===== src/rtl/ctek_pkg.sv =====
// Shared types, constants and helpers for the car-trailer Euler step core.
// Used by ctek_cordic, ctek_div and car_trailer_kinematic_euler_step_core.
package ctek_pkg;

    localparam int CORDIC_ITERATIONS = 16;
    localparam int CORDIC_TABLE_LEN  = 24;
    localparam int CORDIC_STEPS      = (CORDIC_ITERATIONS > CORDIC_TABLE_LEN) ?
                                       CORDIC_TABLE_LEN : CORDIC_ITERATIONS;
    localparam int ITER_W = 5;

    localparam int CW = 35;   // CORDIC datapath, Q2.30 plus headroom
    localparam int AW = 51;   // multiplier wide operand
    localparam int BW = 18;   // multiplier narrow operand
    localparam int PW = AW + BW;
    localparam int HW = 20;   // heading accumulator before wrap
    localparam int QW = 32;   // tangent quotient

    localparam logic signed [HW-1:0] ANG_HALF       = 20'sd25736;
    localparam logic signed [HW-1:0] ANG_FULL       = 20'sd51472;
    localparam logic signed [HW-1:0] ANG_QUARTER_PI = 20'sd6434;

    localparam logic signed [CW-1:0] Q30_PI       = 35'sd3373259426;
    localparam logic signed [CW-1:0] Q30_HALF_PI  = 35'sd1686629713;
    localparam logic signed [CW-1:0] CORDIC_START = 35'sd652032874;

    localparam logic [1:0] REG_TIME_STEP     = 2'd0;
    localparam logic [1:0] REG_INV_WHEELBASE = 2'd1;

    localparam logic KIND_LOAD = 1'b0;

    localparam logic [15:0] TIME_STEP_RST     = 16'd655;
    localparam logic [15:0] INV_WHEELBASE_RST = 16'd4096;

    typedef enum logic [3:0] {
        S_IDLE,
        S_COR0,
        S_COR1,
        S_COR2,
        S_DIV,
        S_MUL,
        S_ACC,
        S_WRAP,
        S_HITCH,
        S_DONE
    } state_t;

    function automatic logic signed [CW-1:0] cordic_atan(input logic [ITER_W-1:0] i);
        logic signed [CW-1:0] r;
        case (i)
            5'd0:    r = 35'sh03243F6A8;
            5'd1:    r = 35'sh01DAC6705;
            5'd2:    r = 35'sh00FADBAFC;
            5'd3:    r = 35'sh007F56EA6;
            5'd4:    r = 35'sh003FEAB76;
            5'd5:    r = 35'sh001FFD55B;
            5'd6:    r = 35'sh000FFFAAA;
            5'd7:    r = 35'sh0007FFF55;
            5'd8:    r = 35'sh0003FFFEA;
            5'd9:    r = 35'sh0001FFFFD;
            5'd10:   r = 35'sh0000FFFFF;
            5'd11:   r = 35'sh00007FFFF;
            5'd12:   r = 35'sh00003FFFF;
            5'd13:   r = 35'sh00001FFFF;
            5'd14:   r = 35'sh00000FFFF;
            5'd15:   r = 35'sh000007FFF;
            5'd16:   r = 35'sh000003FFF;
            5'd17:   r = 35'sh000001FFF;
            5'd18:   r = 35'sh000000FFF;
            5'd19:   r = 35'sh0000007FF;
            5'd20:   r = 35'sh0000003FF;
            5'd21:   r = 35'sh0000001FF;
            5'd22:   r = 35'sh0000000FF;
            5'd23:   r = 35'sh00000007F;
            default: r = '0;
        endcase
        return r;
    endfunction

    // One correction toward [-pi,pi)
    function automatic logic signed [HW-1:0] wrap_once(input logic signed [HW-1:0] a);
        logic signed [HW-1:0] r;
        if (a >= ANG_HALF)
            r = a - ANG_FULL;
        else if (a < -ANG_HALF)
            r = a + ANG_FULL;
        else
            r = a;
        return r;
    endfunction

    // Round to nearest, ties away from zero
    function automatic logic signed [PW-1:0] round_shift(input logic signed [PW-1:0] v,
                                                         input int s);
        logic signed [PW-1:0] half;
        logic signed [PW-1:0] r;
        half = PW'(1) <<< (s - 1);
        if (v >= 0)
            r = (v + half) >>> s;
        else
            r = -((-v + half) >>> s);
        return r;
    endfunction

endpackage


===== src/rtl/ctek_div.sv =====
// Restoring divider for tan = (sin * 2^30) / cos, truncated toward zero.
// One quotient bit per cycle; depends on ctek_pkg.
module ctek_div
    import ctek_pkg::*;
(
    input  logic                 clk,
    input  logic                 rst_n,
    input  logic                 start,
    input  logic signed [CW-1:0] num,
    input  logic signed [CW-1:0] den,
    output logic                 done,
    output logic signed [QW-1:0] quot
);

    logic [CW:0]          rem_reg, rem_next;
    logic [QW-1:0]        nlow_reg, nlow_next;
    logic [QW-1:0]        q_reg, q_next;
    logic [ITER_W-1:0]    cnt_reg, cnt_next;
    logic                 run_reg, run_next;
    logic                 done_reg, done_next;
    logic                 neg_reg, neg_next;
    logic [CW-1:0]        d_reg, d_next;
    logic [CW-1:0]        num_mag;
    logic [CW-1:0]        den_mag;
    logic [CW+30-1:0]     n_full;
    logic [CW:0]          trial;

    assign num_mag = num[CW-1] ? CW'(-num) : CW'(num);
    assign den_mag = den[CW-1] ? CW'(-den) : CW'(den);
    assign n_full  = {num_mag, 30'b0};
    assign trial   = {rem_reg[CW-1:0], nlow_reg[QW-1]};

    always_comb
    begin
        rem_next  = rem_reg;
        nlow_next = nlow_reg;
        q_next    = q_reg;
        cnt_next  = cnt_reg;
        run_next  = run_reg;
        neg_next  = neg_reg;
        d_next    = d_reg;
        done_next = 1'b0;
        if (start)
        begin
            rem_next  = (CW+1)'(n_full[CW+30-1:QW]);
            nlow_next = n_full[QW-1:0];
            q_next    = '0;
            cnt_next  = '0;
            run_next  = 1'b1;
            neg_next  = num[CW-1] ^ den[CW-1];
            d_next    = den_mag;
        end
        else if (run_reg)
        begin
            if (trial >= {1'b0, d_reg})
            begin
                rem_next = trial - {1'b0, d_reg};
                q_next   = {q_reg[QW-2:0], 1'b1};
            end
            else
            begin
                rem_next = trial;
                q_next   = {q_reg[QW-2:0], 1'b0};
            end
            nlow_next = {nlow_reg[QW-2:0], 1'b0};
            cnt_next  = cnt_reg + 1'b1;
            if (cnt_reg == ITER_W'(QW - 1))
            begin
                run_next  = 1'b0;
                done_next = 1'b1;
            end
        end
    end

    always_ff @(posedge clk or negedge rst_n)
    begin
        if (!rst_n)
        begin
            run_reg  <= 1'b0;
            done_reg <= 1'b0;
        end
        else
        begin
            run_reg  <= run_next;
            done_reg <= done_next;
        end
    end

    always_ff @(posedge clk)
    begin
        rem_reg  <= rem_next;
        nlow_reg <= nlow_next;
        q_reg    <= q_next;
        cnt_reg  <= cnt_next;
        neg_reg  <= neg_next;
        d_reg    <= d_next;
    end

    assign done = done_reg;
    assign quot = neg_reg ? -q_reg : q_reg;

endmodule


===== config.mk =====
export PLATFORM = sky130hd
export DESIGN_NAME = ctek_div
export DESIGN_NICKNAME = d
export VERILOG_FILES = /design/src/rtl/ctek_pkg.sv /design/src/rtl/ctek_div.sv
export SDC_FILE = /design/constraint.sdc
export NUM_CORES = 1
export LEC_CHECK = 0
export ABC_AREA = 1
export CAP_MARGIN = 5
export CORE_MARGIN = 5
export CORE_UTILIZATION = 60
export CTS_CLUSTER_SIZE = 25
export DETAILED_ROUTE_END_ITERATION = 6
export DONT_BUFFER_PORTS = 1
export PLACE_DENSITY = 0.84
export SYNTH_ARGS = -nofsm -noshare
export SYNTH_HDL_FRONTEND = slang
export SYNTH_SLANG_ARGS = --single-unit

===== constraint.sdc =====
create_clock -name clk -period 6.7 [get_ports clk]
set_clock_uncertainty 0.05 [all_clocks]
set_input_delay 0.67 -clock clk [delete_from_list [all_inputs] [get_ports clk]]
set_output_delay 0.67 -clock clk [all_outputs]
set_load 0.005 [all_outputs]

==> qor.yml <==
logic_synthesis:
  syn_area_per_cell_sq_um: 6.73
  synth_compound_area_frac: 0.119
  synth_top_family_by_area: "simple AND/OR/NAND/NOR gates"
  synth_mux_area_frac: 0
  synthArstFlopShare: 0.0179
  ys_ff_latch: 112
  syn_area_sq_um: 9250
  synthXorXnorAreaFrac: 0.0767
  synthFlopType: "edfxtp_1"
  yosysUniqueCellTypes: 44
  syn_inst: 1375
  synth_fa_ha_area_frac: 0.0563
  ys_seq_area_frac: 0.320
  synth_nets: 1489
  yosysWarnings: 0
  synth_enable_flop_cells: 71
  synth-simple-area-share: 0.324
timing:
  max_slew_margin: 0.362
  whs_ns: 0.349
  hold_viol_final: 0
  slew_violations: 0
  finalSetupTns_ns: 0
  rsz0062_at_grt: "no"
  final.min_clock_period_ns: 3.18
  worst_pin_slew_ns: 0.956
  min_period_over_period: 0.475
  timing.fmax_mhz: 314
  setup_viol: 0
setup_path:
  worstSetupPathType: "reg2out"
  startpoint: "q_reg[0]$_SDFFE_PP0P_"
  cp_max_fo: 4
  start_kind: "register"
  crit_path_end_kind: "primary output"
  arrival_ns: 2.46
  required_ns: 5.98
  r2r-start: "nlow_reg[31]$_DFFE_PP_"
status:
  status: "completed"
cts:
  clkSlewWorstSetupHoldPaths_ns: 0.08
  tritoncts: "done"
  htree_levels: 3
  clkLatencyLatePin_ns: 0.36
  cts_sinks: 112
  cts_resized: 0
  post_cts_buffers: 0
  cts_buffers: 9
  cts_root_buf: "clkbuf_16"
  clock_path_buffers: 2
power_and_ir_drop:
  vdd_drop_max_uv: 160
  power.density_nw_per_um2: 366
  leakagePower_nw: 4.52
worst_hold_path:
  worstHoldStart: "start"
  hp-class: "in2reg"
grt:
  antenna_found_initial: 0
  grt_max_degree: 75
  grt_pass1_wl_um: 40900
  grtUsageTotal: 0.282
  overflow: 0
  grt_pass1_vias: 8106
placed_design:
  place_hpwl_um: 20100
  routabilityCongestion: 0.979
  io_buffers: 0
final_layout:
  drive_gt1_frac: 0.0367
  area_growth_pct: 4.62
  fill_cells: 1335
  antennaDiodeCount: 0
  nNetsFinal: 1470
job:
  drv_cap: 0
drt:
  wirelength_um: 25300
  vias_per_cell: 5.70
  route.detailed.drc: 0
  wl_per_cell_um: 16.3
  first_pass_iters: 6
  num_vias: 8834
  drt-initial-drc-count: 1021
  detail-route-antenna-nets: 0
die:
  row_count: 45
  ioPinCount: 106
  fp.dieArea_sq_um: 18000
  fp.dieW_um: 134
  die_h_um: 134
  design.core.area_sq_um: 15100
  start_util: 0.611
==> report_power, final <==
part           total [mW]  switching (mW)  internal (mW)
registers           0.990          0.0835          0.907
clock network       0.576           0.262          0.314
logic                1.98            1.30          0.682
==> path summary, 6_finish.rpt <==
kind	to	cells after the start	slack (ns)
setup / recovery	quot[28]	10	3.52
hold / removal	done$_DFF_PN0_	1	0.35
setup reg to reg	rem_reg[27]$_DFFE_PP_	13	3.82
hold reg to reg	rem_reg[33]$_SDFFE_PP0P_	2	0.45
max in group asynchronous	run_reg$_DFF_PN0_	1	5.99
min in group asynchronous	done$_DFF_PN0_	1	0.48
==> cell usage after synthesis (8+ instances only) <==
cell type  instances  area share
o21bai_1           9      0.0073
a21oi_1           66       0.036
clkbuf_1          22      0.0089
xnor2_1           24       0.023
nand2_1          327        0.13
inv_1            206       0.084
nor3_1            23       0.012
nor2_2             9      0.0061
dfxtp_1           39       0.084
edfxtp_1          71        0.23
o22ai_1           38       0.026
nand3_1          118       0.064
or2_1             14      0.0095
xor2_1            57       0.054
nor4_1            10      0.0068
ha_1              40       0.054
nand4_1            8      0.0054
nor2_1           170       0.069
o21ai_0           66       0.036
==> cells in the final DEF, fill, tap and decap left out, drive strengths merged, types with 5 or more instances in the layout <==
cell type,synthesis,final
ha,40,40
nand3,120,120
xor2,57,57
a21oi,66,66
dfxtp,39,39
nand2,331,331
nor3,27,27
o22ai,38,38
nand4,8,8
o21bai,9,9
clkbuf,22,12
o21ai,66,66
edfxtp,71,71
nor4,10,10
a21o,5,5
xnor2,24,24
inv,211,213
or2,19,19
nor2,179,179
==> layer usage <==
| layer | share of wire | vias to the layer above | track usage | wire length (um) |
|---|---|---|---|---|
| met5 | 0 | - | 0 | 0 |
| met4 | 0.025 | 0 | 0.0911 | 642 |
| met3 | 0.11 | 50 | 0.0780 | 2670 |
| met2 | 0.42 | 378 | 0.413 | 10600 |
| met1 | 0.45 | 3972 | 0.405 | 11300 |
| li1 | - | 4434 | - | - |
==> repair_timing <==
item / 4_1_cts / 5_1_grt
setup endpoints to repair: 0 / 0
endpoints found under the hold margin: 2 / 0
hold buffers: 1 / 0
==> cells by family after synthesis <==
logic type | after synthesis
and+or+nand+nor | 700
adders and majority gates | 41
AOI/OAI and AO/OA | 196
xor gates and xnor gates | 81
DFF | 112
buffers and inverters | 245
==> metrics by stage <==
| step | setup WS (ns) | instances | utilization | instance area [sq um] | power, mW |
|---|---|---|---|---|---|
| CTS | 3.55 | 1549 | 0.639 | 9680 | 3.51 |
| finish | 3.52 | 1549 | 0.639 | 9680 | 3.54 |
| global placement | 3.93 | 1532 | 0.617 | 9340 | 2.90 |
| floorplan | 4.22 | 1375 | - | 9250 | 2.54 |
| global route | 3.27 | 1549 | 0.639 | 9680 | 3.85 |
| detailed placement | 3.82 | 1532 | 0.617 | 9340 | 2.93 |
==> cell type report <==
cell class	instances	area, sq um	share of cell area
Clock buffer	12	289	0.0299
Timing Repair Buffer	3	25.0	0.00258
Multi-Input combinational cell	1018	5330	0.551
Sequential cell	112	2960	0.306
Inverter	212	796	0.0822
Clock inverter	4	40.0	0.00414
Tap cell	188	235	0.0243
==> worst max-delay path, cell delays in order, from the launching register on <==
cell     delay [ns]
dfxtp_1        0.33
inv_1          0.12
ha_1           0.19
nand3_1        0.13
nor2_1         0.17
nand2_1        0.11
nor2_1         0.18
nand3_1        0.11
o21ai_0        0.32
o21ai_0        0.18
xor2_1         0.24
Note: power is estimated with default switching activity, not from simulation.
