--- src/rtl/ctek_pkg.sv ---
// Shared types, constants and helpers for the car-trailer Euler step core.
// Used by ctek_cordic, ctek_div and car_trailer_kinematic_euler_step_core.
package ctek_pkg;

    localparam int CORDIC_ITERATIONS = 16;
    localparam int CORDIC_TABLE_LEN  = 24;
    localparam int CORDIC_STEPS      = (CORDIC_ITERATIONS > CORDIC_TABLE_LEN) ?
                                       CORDIC_TABLE_LEN : CORDIC_ITERATIONS;
    localparam int ITER_W = 5;

    localparam int CW = 35;   // CORDIC datapath, Q2.30 plus headroom
    localparam int AW = 51;   // multiplier wide operand
    localparam int BW = 18;   // multiplier narrow operand
    localparam int PW = AW + BW;
    localparam int HW = 20;   // heading accumulator before wrap
    localparam int QW = 32;   // tangent quotient

    localparam logic signed [HW-1:0] ANG_HALF       = 20'sd25736;
    localparam logic signed [HW-1:0] ANG_FULL       = 20'sd51472;
    localparam logic signed [HW-1:0] ANG_QUARTER_PI = 20'sd6434;

    localparam logic signed [CW-1:0] Q30_PI       = 35'sd3373259426;
    localparam logic signed [CW-1:0] Q30_HALF_PI  = 35'sd1686629713;
    localparam logic signed [CW-1:0] CORDIC_START = 35'sd652032874;

    localparam logic [1:0] REG_TIME_STEP     = 2'd0;
    localparam logic [1:0] REG_INV_WHEELBASE = 2'd1;

    localparam logic KIND_LOAD = 1'b0;

    localparam logic [15:0] TIME_STEP_RST     = 16'd655;
    localparam logic [15:0] INV_WHEELBASE_RST = 16'd4096;

    typedef enum logic [3:0] {
        S_IDLE,
        S_COR0,
        S_COR1,
        S_COR2,
        S_DIV,
        S_MUL,
        S_ACC,
        S_WRAP,
        S_HITCH,
        S_DONE
    } state_t;

    function automatic logic signed [CW-1:0] cordic_atan(input logic [ITER_W-1:0] i);
        logic signed [CW-1:0] r;
        case (i)
            5'd0:    r = 35'sh03243F6A8;
            5'd1:    r = 35'sh01DAC6705;
            5'd2:    r = 35'sh00FADBAFC;
            5'd3:    r = 35'sh007F56EA6;
            5'd4:    r = 35'sh003FEAB76;
            5'd5:    r = 35'sh001FFD55B;
            5'd6:    r = 35'sh000FFFAAA;
            5'd7:    r = 35'sh0007FFF55;
            5'd8:    r = 35'sh0003FFFEA;
            5'd9:    r = 35'sh0001FFFFD;
            5'd10:   r = 35'sh0000FFFFF;
            5'd11:   r = 35'sh00007FFFF;
            5'd12:   r = 35'sh00003FFFF;
            5'd13:   r = 35'sh00001FFFF;
            5'd14:   r = 35'sh00000FFFF;
            5'd15:   r = 35'sh000007FFF;
            5'd16:   r = 35'sh000003FFF;
            5'd17:   r = 35'sh000001FFF;
            5'd18:   r = 35'sh000000FFF;
            5'd19:   r = 35'sh0000007FF;
            5'd20:   r = 35'sh0000003FF;
            5'd21:   r = 35'sh0000001FF;
            5'd22:   r = 35'sh0000000FF;
            5'd23:   r = 35'sh00000007F;
            default: r = '0;
        endcase
        return r;
    endfunction

    // One correction toward [-pi,pi)
    function automatic logic signed [HW-1:0] wrap_once(input logic signed [HW-1:0] a);
        logic signed [HW-1:0] r;
        if (a >= ANG_HALF)
            r = a - ANG_FULL;
        else if (a < -ANG_HALF)
            r = a + ANG_FULL;
        else
            r = a;
        return r;
    endfunction

    // Round to nearest, ties away from zero
    function automatic logic signed [PW-1:0] round_shift(input logic signed [PW-1:0] v,
                                                         input int s);
        logic signed [PW-1:0] half;
        logic signed [PW-1:0] r;
        half = PW'(1) <<< (s - 1);
        if (v >= 0)
            r = (v + half) >>> s;
        else
            r = -((-v + half) >>> s);
        return r;
    endfunction

endpackage

--- src/rtl/ctek_cordic.sv ---
// Iterative rotation-mode CORDIC: sin and cos of a Q3.13 angle, Q2.30 out.
// One micro-rotation per cycle; depends on ctek_pkg.
module ctek_cordic
    import ctek_pkg::*;
(
    input  logic                 clk,
    input  logic                 rst_n,
    input  logic                 start,
    input  logic signed [15:0]   angle,
    output logic                 done,
    output logic signed [CW-1:0] sin_val,
    output logic signed [CW-1:0] cos_val
);

    logic signed [CW-1:0] x_reg, x_next;
    logic signed [CW-1:0] y_reg, y_next;
    logic signed [CW-1:0] z_reg, z_next;
    logic [ITER_W-1:0]    iter_reg, iter_next;
    logic                 run_reg, run_next;
    logic                 done_reg, done_next;
    logic                 neg_reg, neg_next;
    logic signed [CW-1:0] z0;
    logic signed [CW-1:0] xs;
    logic signed [CW-1:0] ys;

    assign z0 = CW'(angle) <<< 17;
    assign xs = x_reg >>> iter_reg;
    assign ys = y_reg >>> iter_reg;

    always_comb
    begin
        x_next    = x_reg;
        y_next    = y_reg;
        z_next    = z_reg;
        iter_next = iter_reg;
        run_next  = run_reg;
        neg_next  = neg_reg;
        done_next = 1'b0;
        if (start)
        begin
            x_next    = CORDIC_START;
            y_next    = '0;
            iter_next = '0;
            run_next  = 1'b1;
            // reflect through pi beyond +-pi/2
            if (z0 > Q30_HALF_PI)
            begin
                z_next   = z0 - Q30_PI;
                neg_next = 1'b1;
            end
            else if (z0 < -Q30_HALF_PI)
            begin
                z_next   = z0 + Q30_PI;
                neg_next = 1'b1;
            end
            else
            begin
                z_next   = z0;
                neg_next = 1'b0;
            end
        end
        else if (run_reg)
        begin
            if (z_reg >= 0)
            begin
                x_next = x_reg - ys;
                y_next = y_reg + xs;
                z_next = z_reg - cordic_atan(iter_reg);
            end
            else
            begin
                x_next = x_reg + ys;
                y_next = y_reg - xs;
                z_next = z_reg + cordic_atan(iter_reg);
            end
            iter_next = iter_reg + 1'b1;
            if (iter_reg == ITER_W'(CORDIC_STEPS - 1))
            begin
                run_next  = 1'b0;
                done_next = 1'b1;
            end
        end
    end

    always_ff @(posedge clk or negedge rst_n)
    begin
        if (!rst_n)
        begin
            run_reg  <= 1'b0;
            done_reg <= 1'b0;
        end
        else
        begin
            run_reg  <= run_next;
            done_reg <= done_next;
        end
    end

    always_ff @(posedge clk)
    begin
        x_reg    <= x_next;
        y_reg    <= y_next;
        z_reg    <= z_next;
        iter_reg <= iter_next;
        neg_reg  <= neg_next;
    end

    assign done    = done_reg;
    assign sin_val = neg_reg ? -y_reg : y_reg;
    assign cos_val = neg_reg ? -x_reg : x_reg;

endmodule

--- config.mk ---
export PLATFORM = sky130hd
export DESIGN_NAME = ctek_cordic
export DESIGN_NICKNAME = d
export VERILOG_FILES = /design/src/rtl/ctek_pkg.sv /design/src/rtl/ctek_cordic.sv
export SDC_FILE = /design/constraint.sdc
export NUM_CORES = 1
export LEC_CHECK = 0
export BUFFER_PORTS_ARGS = -buffer_cell sky130_fd_sc_hd__buf_2
export CORE_ASPECT_RATIO = 0.8
export CORE_MARGIN = 2
export CORE_UTILIZATION = 43
export CTS_CLUSTER_DIAMETER = 50
export DETAILED_ROUTE_END_ITERATION = 7
export PLACE_DENSITY = 0.64
export SYNTH_ARGS = -nofsm -noshare
export SYNTH_HDL_FRONTEND = slang
export SYNTH_SLANG_ARGS = --single-unit
--- constraint.sdc ---
create_clock -name clk -period 7.5 [get_ports clk]
set_clock_uncertainty 0.05 [all_clocks]
set_input_delay 1.5 -clock clk [delete_from_list [all_inputs] [get_ports clk]]
set_output_delay 1.5 -clock clk [all_outputs]
set_load 0.02 [all_outputs]
==> results of run 1 <==
layer usage:
layer,track usage (%),up-vias
li1,-,9038
met1,42.7,9620
met2,45.5,1034
met3,6.60,121
met4,9.61,0
met5,0,-
synthesized netlist by cell type (9+ instances only):
master / number / area (µm²)
o21ai_0: 199 / 996
ha_1: 121 / 1510
a22oi_1: 13 / 97.6
nand2_1: 222 / 833
and3_1: 11 / 68.8
mux4_2: 65 / 1460
buf_1: 22 / 82.6
o21a_1: 17 / 128
buf_2: 21 / 105
or2_2: 19 / 119
nor3_1: 35 / 175
clkbuf_1: 125 / 469
buf_6: 9 / 101
o221ai_1: 9 / 78.8
nor2b_1: 19 / 119
o31ai_1: 48 / 360
o211ai_1: 21 / 158
edfxtp_1: 36 / 1080
and2_1: 10 / 62.6
dfxtp_1: 105 / 2100
nor2_1: 192 / 721
or4_1: 14 / 105
nand3_1: 49 / 245
mux4_1: 16 / 420
o22ai_1: 16 / 100
nor3b_1: 9 / 67.6
xnor2_1: 156 / 1370
xor2_1: 100 / 876
a21o_1: 47 / 353
a211o_1: 10 / 87.6
mux2_2: 42 / 473
a211oi_1: 22 / 165
a22o_1: 23 / 201
nand4_1: 15 / 93.8
mux2i_1: 96 / 961
a221oi_1: 12 / 105
a31oi_1: 20 / 125
a21oi_1: 160 / 801
nand2b_1: 36 / 225
o41ai_1: 15 / 131
inv_1: 57 / 214
or3_1: 35 / 219
o21bai_1: 14 / 105
kinds of logic after synthesis:
logic type,share of synthesized area [%]
AO/OA/AOI/OAI,24.2
AND/OR/NAND/NOR,17.5
XOR/XNOR,11.4
buffers and inverters,5.68
multiplexers,17.0
flip-flops,16.4
adder cells (fa/ha/maj),7.98
stage by stage:
step | hold slack (ns) | worst slack (ns) | cell area, µm² | total power, mW
6_report | 0.488 | 0.433 | 21200 | 12.4
5_1_grt | 0.514 | 0.120 | 21200 | 13.3
4_1_cts | 0.479 | 0.540 | 21200 | 12.2
3_5_place_dp | 0.463 | 0.604 | 20600 | 11.2
3_3_place_gp | 0.455 | 0.688 | 20600 | 11.0
2_1_floorplan | 0.447 | 1.57 | 19700 | 8.89
critical path, cell delays in order, from the launching register on:
cell and delay, ns:
dfxtp_4 0.77, mux4_1 0.70, mux2_2 0.28, mux2_2 0.30, a21oi_1 0.28, inv_1 0.12, nor2_1 0.14, nand4_1 0.16
or2_1 0.36, or4_1 0.60, o21ai_0 0.22, xor2_1 0.12, ha_1 0.35, nand4_1 0.19, nor3_1 0.33, nand3_1 0.17
o2111ai_1 0.28, nor3b_1 0.29, nor2_1 0.11, a21oi_1 0.21, a41o_1 0.31, nand4b_1 0.14, o2111ai_1 0.12, a311o_1 0.34
path summary, 6_finish.rpt:
kind	to	depth (start not counted)	startpoint	slack, ns
setup / recovery	y_reg[34]	23	iter_reg[0]	0.43
hold / removal	y_reg[29]	1	y_reg[29]	0.49
setup reg to reg	y_reg[34]	23	iter_reg[0]	0.43
hold reg to reg	y_reg[29]	1	y_reg[29]	0.49
max in group asynchronous	run_reg	1	rst_n	6.55
min in group asynchronous	done	1	rst_n	0.74
final cells by class:
type	instances	area share [%]
well taps	612	3.61
clock buffers	18	2.12
flip-flops and latches	143	15.3
clock inverters	14	0.896
multi-input cells	2043	72.4
inverters	63	1.11
repair buffers	154	4.59
report_power, final:
part           leakage [nW]  total, mW  internal, mW  switching [mW]
Clock                 0.308      0.967         0.529           0.438
Combinational          7.07       9.54          4.19            5.35
Sequential             1.29       1.87          1.16           0.704
==> flow_summary.ini, run 1 <==
[yosys]
syn_inst = 2438
synth.avg_cell_area_um2 = 8.09
synthArstFlopShare_pct = 1.40
seq_area_frac_synth_pct = 16.4
synth_cell_types = 99
ys_warn_count = 0
synth_ff_type = dfxtp_1
synth_area_mm2 = 0.0197
syn_nets = 2581
synth.ff_latch_count = 143
synth_edf_count = 36

[drt]
route.met3.wl_um = 7660
routed_wl_um = 73900
drc_errors = 0
wl_met2_um = 31700
drt-met1-wl_um = 32500
viasPerCell = 6.50
vias = 19813
antenna_left = 0
drt_pass1_iterations = 8
top_layer = met4
post_drt_wl_per_cell_um = 24.2
drt-initial-drc-count = 2122

[floorplan]
start_util_pct = 43.4
dieHeight_um = 196
die-area_mm2 = 0.0476
dieWidth_um = 243
floorplan.rows = 70
io_pins = 90
core_area_mm2 = 0.0455

[sta]
fmax_ghz = 0.142
drv_slew = 0
min_period_ns = 7.07
rsz0062_at_grt = no
finalSetupViolCount = 0
relSlewSlack_pct = 31.9
hold_viol = 0
worstMarginPinSlew_ns = 1.01
min_period_over_period_pct = 94.2
tns_ns = 0

[clocking]
cts_buffer_depth = 2
clock_latency_ns = 0.48
cts_root_buf = clkbuf_16
cts_setup_buffers = 0
htree_levels = 4
cts_buffers = 17
cts_num_sinks = 143
cts_tree = yes
cts_resized = 0
cts-hold-fix-buffers = 0
cts.clk_slew.worst_paths_ns = 0.07

[run_status]
status = completed

[final_layout]
diodes = 0
drive_gt1_share_pct = 14.4
utilization_pct = 46.7
final_nets = 2565
stdcell_count = 3047
fill_cells = 4427
multi_input_area_mm2 = 0.0154
layout_common_cells = nand2_1 (222), o21ai_0 (199), nor2_1 (191), a21oi_1 (160), xnor2_1 (156)
syn_to_final_growth_pct = 7.67
final_common_cell = nand2_1
seqCellArea_mm2 = 0.00325

[critical_path]
crit_type = reg -> reg
endpoint_kind = register
arrival_ns = 7.38
required_ns = 7.81
crit_fanout = 39
startpoint_type = register

[placed_design]
dpl.cell_count = 3015
numPortBuffers = 89
place_congestion = 0.986
dp_hpwl_um = 55900

[power]
power.density_mw_per_mm2 = 583
ir_worst_vdd_uv = 238
power.leakage_nw = 8.67

[global_routing]
grt_use_total_pct = 30.2
grt_pass1_vias = 18368
grt_pass1_wl_um = 111000
grt_max_degree = 73
grt_overflow = 0
antenna_found_initial = 1

[hold_path]
hp-class = reg -> reg

[flow_run]
cap_viol_max_count = 0
(Power assumes the default switching activity.)
==> inputs of run 2 (changes only) <==
Settings changed: CORE_MARGIN 2 to unset.
==> flow_summary.ini, run 2 (same netlist as run 1, synthesis figures left out) <==
[clocking]
cts.clk_slew.worst_paths_ns = 0.07
cts_root_buf = clkbuf_16
cts_buffer_depth = 2
htree_levels = 4
cts_buffers = 17
cts-hold-fix-buffers = 0
cts_num_sinks = 143
clock_latency_ns = 0.49
cts_tree = yes

[power]
ir_worst_vdd_uv = 249
power.density_mw_per_mm2 = 582
power.leakage_nw = 8.60

[critical_path]
crit_chain = buf_12, mux4_2, mux2i_1, mux2i_1, a222oi_1, o2111a_1, nand2_2, or2_2, nand2_1, xor2_1, ha_1, a21oi_1, a21boi_0, o21ai_0, a21o_1, a31oi_1, o21ai_0, a31oi_1, o211a_1, or4_1, a21oi_1, nand4b_1
crit_fanout = 39
path_buf_inv = 1
required_ns = 7.86
endpoint_kind = register
path_delay_family = compound AO/OA/AOI/OAI gates
slowest_delay_ns = 0.78
startpoint_type = register
slowest_stage = a222oi_1
crit_type = reg -> reg
arrival_ns = 7.41

[sta]
tns_ns = 0
relSlewSlack_pct = 34.6
rsz0062_at_grt = no
fmax_ghz = 0.142
worstMarginPinSlew_ns = 0.971
drv_slew = 0
hold_viol = 0
finalSetupViolCount = 0
min_period_over_period_pct = 94.0
min_period_ns = 7.05

[global_routing]
grt_use_total_pct = 30.9
grt_pass1_wl_um = 110000
grt_pass1_vias = 18112
grt_overflow = 0
antenna_found_initial = 2
grt_max_degree = 71

[hold_path]
hp-class = reg -> reg

[final_layout]
diodes = 0
final_nets = 2556
layout_common_cells = nand2_1 (222), o21ai_0 (199), nor2_1 (191), a21oi_1 (160), xnor2_1 (156)
syn_to_final_growth_pct = 7.04
final_common_cell = nand2_1
drive_gt1_share_pct = 14.0
stdcell_count = 3029

[floorplan]
dieWidth_um = 241
start_util_pct = 44.0
dieHeight_um = 194
floorplan.rows = 69
io_pins = 90
core_area_mm2 = 0.0448
die-area_mm2 = 0.0467

[drt]
drc_errors = 0
wl_met2_um = 30200
post_drt_wl_per_cell_um = 24.2
route.met3.wl_um = 7810
top_layer = met4
vias = 19855
viasPerCell = 6.55
drt_pass1_iterations = 6
drt-initial-drc-count = 2389
antenna_left = 0
drt-met1-wl_um = 33200
routed_wl_um = 73200

[placed_design]
dp_hpwl_um = 55800
numPortBuffers = 89
dpl.cell_count = 2996
place_congestion = 1.00

[run_status]
status = completed

[flow_run]
cap_viol_max_count = 0
run 2: what timing repair did:
item	CTS	global route
setup buffers	0	1
gates resized for setup	0	0
endpoints found under the setup margin	0	1
run 2: worst register-to-register path, cell delays in order, from the launching register on:
cell and delay (ns):
dfxtp_4 0.76, buf_12 0.35, mux4_2 0.59, mux2i_1 0.21, mux2i_1 0.22, a222oi_1 0.78, o2111a_1 0.35, nand2_2 0.09
or2_2 0.33, nand2_1 0.10, xor2_1 0.20, ha_1 0.31, a21oi_1 0.23, a21boi_0 0.12, o21ai_0 0.23, a21o_1 0.15
a31oi_1 0.06, o21ai_0 0.46, a31oi_1 0.28, o211a_1 0.34, or4_1 0.52, a21oi_1 0.12, nand4b_1 0.11
run 2: path summary, 6_finish.rpt:
| check | from | end | slack (ns) | depth (start not counted) |
|---|---|---|---|---|
| worst max-delay path | iter_reg[0] | x_reg[34] | 0.45 | 22 |
| min in group asynchronous | rst_n | done | 0.74 | 1 |
| worst min-delay path | y_reg[5] | y_reg[5] | 0.62 | 2 |
| worst min register to register | y_reg[5] | y_reg[5] | 0.62 | 2 |
| max in group asynchronous | rst_n | run_reg | 6.52 | 1 |
| worst max register to register | iter_reg[0] | x_reg[34] | 0.45 | 22 |
run 2: metrics by stage:
stage	util (%)	total power [mW]	hold WS, ns	cell area [µm²]	setup WS (ns)
after detailed placement	45.8	11.1	0.600	20500	0.685
after CTS	47.1	12.1	0.613	21100	0.636
after global placement	45.8	11.0	0.579	20500	0.702
final	47.1	12.3	0.619	21100	0.453
after floorplan	-	8.89	0.447	19700	1.57
after global routing	47.1	13.3	0.652	21100	0.0961
run 2: power by group:
part	internal, mW	total [mW]	switching [mW]
clock network	0.494	0.893	0.399
registers	1.16	1.86	0.696
logic	4.18	9.54	5.36
total	5.84	12.3	6.45
run 2: cell type report:
| cell class | instances | area [µm²] |
|---|---|---|
| clock buffer | 18 | 429 |
| clock inverter | 14 | 154 |
| fill | 4316 | 23700 |
| inverter | 63 | 236 |
| multi-input combinational | 2043 | 15400 |
| sequential | 143 | 3250 |
| tap | 603 | 754 |
| timing repair buffer | 145 | 918 |
run 2: layer usage:
metal  GRT usage [%]  vias up
li1                -     9037
met1            45.8     9615
met2            43.9     1065
met3            6.85      138
met4            9.56        0
met5               0        -
